**src/lpi_isqrt.sv**
```systemverilog
// ----------------------------------------------------------------------------
// Line/plane intersection - pipelined square root
// Floor square root, digit by digit, STEPS result bits per stage.
// ----------------------------------------------------------------------------
module lpi_isqrt #(
  parameter int IN_W  = 64,
  parameter int STEPS = 4
) (
  input  logic              clk_i,
  input  logic [IN_W-1:0]   rad_i,
  output logic [IN_W/2-1:0] root_o
);

  localparam int ROOT_W = IN_W / 2;
  localparam int REM_W  = ROOT_W + 2;
  localparam int STAGES = ROOT_W / STEPS;

  logic [IN_W-1:0]   rad_q  [STAGES];
  logic [ROOT_W-1:0] root_q [STAGES];
  logic [REM_W-1:0]  rem_q  [STAGES];

  for (genvar s = 0; s < STAGES; s++) begin : g_stage
    logic [IN_W-1:0]   rad_in, rad_d;
    logic [ROOT_W-1:0] root_in, root_d;
    logic [REM_W-1:0]  rem_in, rem_d;

    if (s == 0) begin : g_head
      assign rad_in  = rad_i;
      assign root_in = '0;
      assign rem_in  = '0;
    end else begin : g_body
      assign rad_in  = rad_q[s-1];
      assign root_in = root_q[s-1];
      assign rem_in  = rem_q[s-1];
    end

    always_comb begin
      logic [REM_W-1:0] rem_n;
      logic [REM_W-1:0] trial;
      rad_d  = rad_in;
      root_d = root_in;
      rem_d  = rem_in;
      for (int k = 0; k < STEPS; k++) begin
        // bring down the next two radicand bits
        rem_n = {rem_d[REM_W-3:0], rad_d[IN_W-1:IN_W-2]};
        trial = {root_d, 2'b01};
        rad_d = {rad_d[IN_W-3:0], 2'b00};
        if (rem_n >= trial) begin
          rem_d  = rem_n - trial;
          root_d = {root_d[ROOT_W-2:0], 1'b1};
        end else begin
          rem_d  = rem_n;
          root_d = {root_d[ROOT_W-2:0], 1'b0};
        end
      end
    end

    always_ff @(posedge clk_i) begin
      rad_q[s]  <= rad_d;
      root_q[s] <= root_d;
      rem_q[s]  <= rem_d;
    end
  end

  assign root_o = root_q[STAGES-1];

endmodule

```
**config.mk**
```make
export PLATFORM = sky130hd
export DESIGN_NAME = lpi_isqrt
export DESIGN_NICKNAME = d
export VERILOG_FILES = /design/src/lpi_isqrt.sv
export SDC_FILE = /design/constraint.sdc
export NUM_CORES = 2
export LEC_CHECK = 0
export BUFFER_PORTS_ARGS = -buffer_cell sky130_fd_sc_hd__buf_4
export CAP_MARGIN = 20
export CORE_UTILIZATION = 60
export CTS_BUF_LIST = sky130_fd_sc_hd__clkbuf_8
export DETAILED_ROUTE_END_ITERATION = 12
export HOLD_SLACK_MARGIN = 0.1
export PLACE_DENSITY = 0.77
export SLEW_MARGIN = 15
export SYNTH_ARGS = -nofsm -noshare
export SYNTH_HDL_FRONTEND = slang
export SYNTH_SLANG_ARGS = --single-unit
```
**constraint.sdc**
```tcl
create_clock -name clk_i -period 33.4 [get_ports clk_i]
set_clock_uncertainty 0.05 [all_clocks]
set_input_delay 3.34 -clock clk_i [delete_from_list [all_inputs] [get_ports clk_i]]
set_output_delay 3.34 -clock clk_i [all_outputs]
set_load 0.02 [all_outputs]
```
==> results.toml <==
[timing]
finalCriticalPeriod_ns = 14.99
hold_viol_final = 0
finalSetupViolCount = 0
slew-limit-headroom_pct = 23.29
fin_crit_sh_pct = 44.88
drv_slew = 0
grt_setup_unrepaired = "no"
worst_slew_pin_slew_ns = 1.119
finalSetupTns_ns = 0
max_freq_mhz = 66.71

[yosys]
synth.distinct_cells = 100
synth_compound_area_share_pct = 25.47
async_reset_ff_share_pct = 0
synth_area_mm2 = 0.05659
synth_top_area_cell = "dfxtp_1"
ys_seq_area_share_pct = 20.94
synth-main-ff-cell = "dfxtp_1"
synth_top_family_by_area = "compound AO/OA/AOI/OAI gates"
synthCells = 7500
synthTopCellsByArea = "dfxtp_1 (21%), ha_1 (12%), xnor2_1 (7.4%)"
synth-adder-area-share_pct = 12.40
synth_xor_area_share_pct = 11.04
synth_seq_cells = 592
synth-edff-count = 0
yosys.area.top_type_share_pct = 20.94
avgSynthCellArea_um2 = 7.545
ys_warn_count = 0
synth_simple_gate_area_share_pct = 22.96
muxShareOfSynthArea_pct = 2.945

[clock_network]
cts_made_buffers = 97
clock_path_buffers = 3
root_buffer = "clkbuf_8"
cts_sinks = 592
cts_max_level = 3
clock_latency_ns = 0.78
cts_setup_buffers = 0
cts_tree = "built"
clk_pin_slew_ns = 0.06
hold_buffers = 0
ctsResizeCount = 0

[die]
start_util_pct = 60.63
die_h_um = 309.1
die_w_um = 309.1
io_pins = 97
dieArea_mm2 = 0.09554
std_cell_rows = 112
core_area_mm2 = 0.09333

[final_layout]
nets = 8110
drive_gt1_share_pct = 6.877
regArea_mm2 = 0.01185
most-common-layout-cells = "a21oi_1 (692), nor2_1 (675), nand2_1 (661)"
final_area_mm2 = 0.06038
multi_input_area_mm2 = 0.04240
fillers = 8521
area_delta_synth_final_pct = 6.709
layout_commonest_cell = "a21oi_1"

[hold_path]
hold_path_depth = 0
hold_path_class = "reg2reg"
hold_end = "rad_q[4][52]"
hp-start = "rad_q[3][44]"

[placed_design]
place.gp.congestion = 1.028
portBuffers = 96
dpl_cell_area_mm2 = 0.05818
dp_hpwl_mm = 147.2

[worst_setup_path]
path_common_cell = "a21o_1"
worst-path-buf-inv = 6
critPathLaunchType = "flip-flop"
cp_slowest_stage_delay_ns = 0.72
required_ns = 33.99
ff2ff_setup_slack_ns = 18.41
crit_type = "reg2reg"
critPathTopFamily = "simple AND/OR/NAND/NOR gates"
critPathSlowestCell = "o41ai_1"
r2r-start = "root_q[1][55]"
worstRegToRegCells = 52
endpoint_kind = "flip-flop"
crit_start = "root_q[1][55]"
cp.arrival_ns = 15.58
worstReg2RegEnd = "rem_q[6][25]"
cp_max_fo = 36

[run]
maxCapViolCount = 0

[route]
drt_iter0_drc = 5481
vias = 56635
wl_per_cell_um = 20.92
drt_wl_total_mm = 184.4
postRouteAntennaNets = 0
route.detailed.drc = 0
viasPerCell = 6.424
dr.pass1.iters = 8

[grt]
grt_max_degree = 55
grt_pass1_vias = 52315
grt_pass1_wl_mm = 283.9
antenna_found_initial = 11
grt.overflow.total = 0
grt_use_total_pct = 37.18

[outcome]
status = "completed"

[power_and_ir_drop]
p_per_area_mw_per_mm2 = 70.73
ir_drop_v = 0.00004138
power_leakage_nw = 27.83
==> stage by stage <==
step	worst slack, ns	power (W)	hold WS [ns]	utilization, %	instances
2_1_floorplan	21.31	0.002844	0.2596	-	7503
3_3_place_gp	19.06	0.003449	0.2596	62.34	8638
3_5_place_dp	18.76	0.003483	0.2621	62.34	8638
4_1_cts	18.69	0.004215	0.2399	64.68	8814
5_1_grt	17.35	0.004549	0.2593	64.70	8816
6_report	18.41	0.004271	0.2395	64.70	8816
==> worst reg2reg max path: cells and delay by family, from the launching register on <==
kind,cells,cell delay (ns)
muxes,2,0.61
adders and majority gates,4,1.47
buffers and inverters,6,2.14
xor gates and xnor gates,1,0.13
AOI/OAI and AO/OA,21,5.00
DFF,1,0.33
and+or+nand+nor,18,5.14
==> area by class of cell <==
cell class                      instances  share of cell area [%]
Multi-Input combinational cell       6289                   70.21
Sequential cell                       592                   19.63
Clock buffer                          115                   2.621
Tap cell                             1254                   2.598
Inverter                              374                   2.325
Timing Repair Buffer                  130                   1.622
Clock inverter                         61                  0.9905
Antenna cell                            1                0.004144
==> synthesized netlist by cell type, types with 24 or more instances <==
cell       number
nand3b_1       32
and2_1         62
inv_1         359
xnor2_1       476
dfxtp_1       592
nor4_1         79
a21oi_1       693
or3_1          71
o21ai_0       435
nand2_1       661
nor3_1        206
or2_2          42
o211ai_1       62
a21boi_0       33
a21o_1        293
a211o_1        27
o2111ai_1      24
clkbuf_1      199
o21bai_1       84
and3_1         77
mux2i_1        36
a211oi_1       71
or4_1          44
nand3_1       225
nor2_1        675
o21a_1         82
mux2_2        114
xor2_1        237
nor3b_1        30
a31oi_1        77
nand2b_1       98
nor2b_1        86
ha_1          561
o31ai_1        64
nand4_1       120
==> cell families after synthesis <==
kind of cell / Yosys count
AO/OA/AOI/OAI: 2243
XOR/XNOR: 713
adder cells (fa/ha/maj): 561
buffers and inverters: 622
flip-flops: 592
multiplexers: 152
other: 1
AND/OR/NAND/NOR: 2616
==> worst max path at each step <==
| stage | endpoint | slack, ns | cells after the start |
|---|---|---|---|
| finish | rem_q[6][25] | 18.41 | 52 |
| global route | rem_q[6][25] | 17.35 | 52 |
| CTS | rem_q[6][25] | 18.69 | 52 |
| detailed placement | rem_q[6][25] | 18.76 | 52 |
| global placement | rem_q[6][25] | 19.06 | 52 |
| floorplan | rem_q[6][23] | 21.31 | 58 |
==> registers in the layout, indices dropped and copies added (netlist names) <==
register / cells
root_q: 144
rem_q: 224
rad_q: 224
==> power breakdown <==
part | total, W | switching [W] | internal [W]
logic | 0.00260 | 0.00161 | 0.000985
registers | 0.000956 | 0.000125 | 0.000831
clock network | 0.000717 | 0.000322 | 0.000396
==> metal layers <==
layer	GRT usage, %	part of all wire, %	vias up
li1	-	-	27318
met1	46.88	42	26354
met2	61.39	45	2433
met3	6.132	7.8	526
met4	18.02	5.2	4
met5	0	0.012	-
Note: power is estimated with default switching activity, not from simulation.
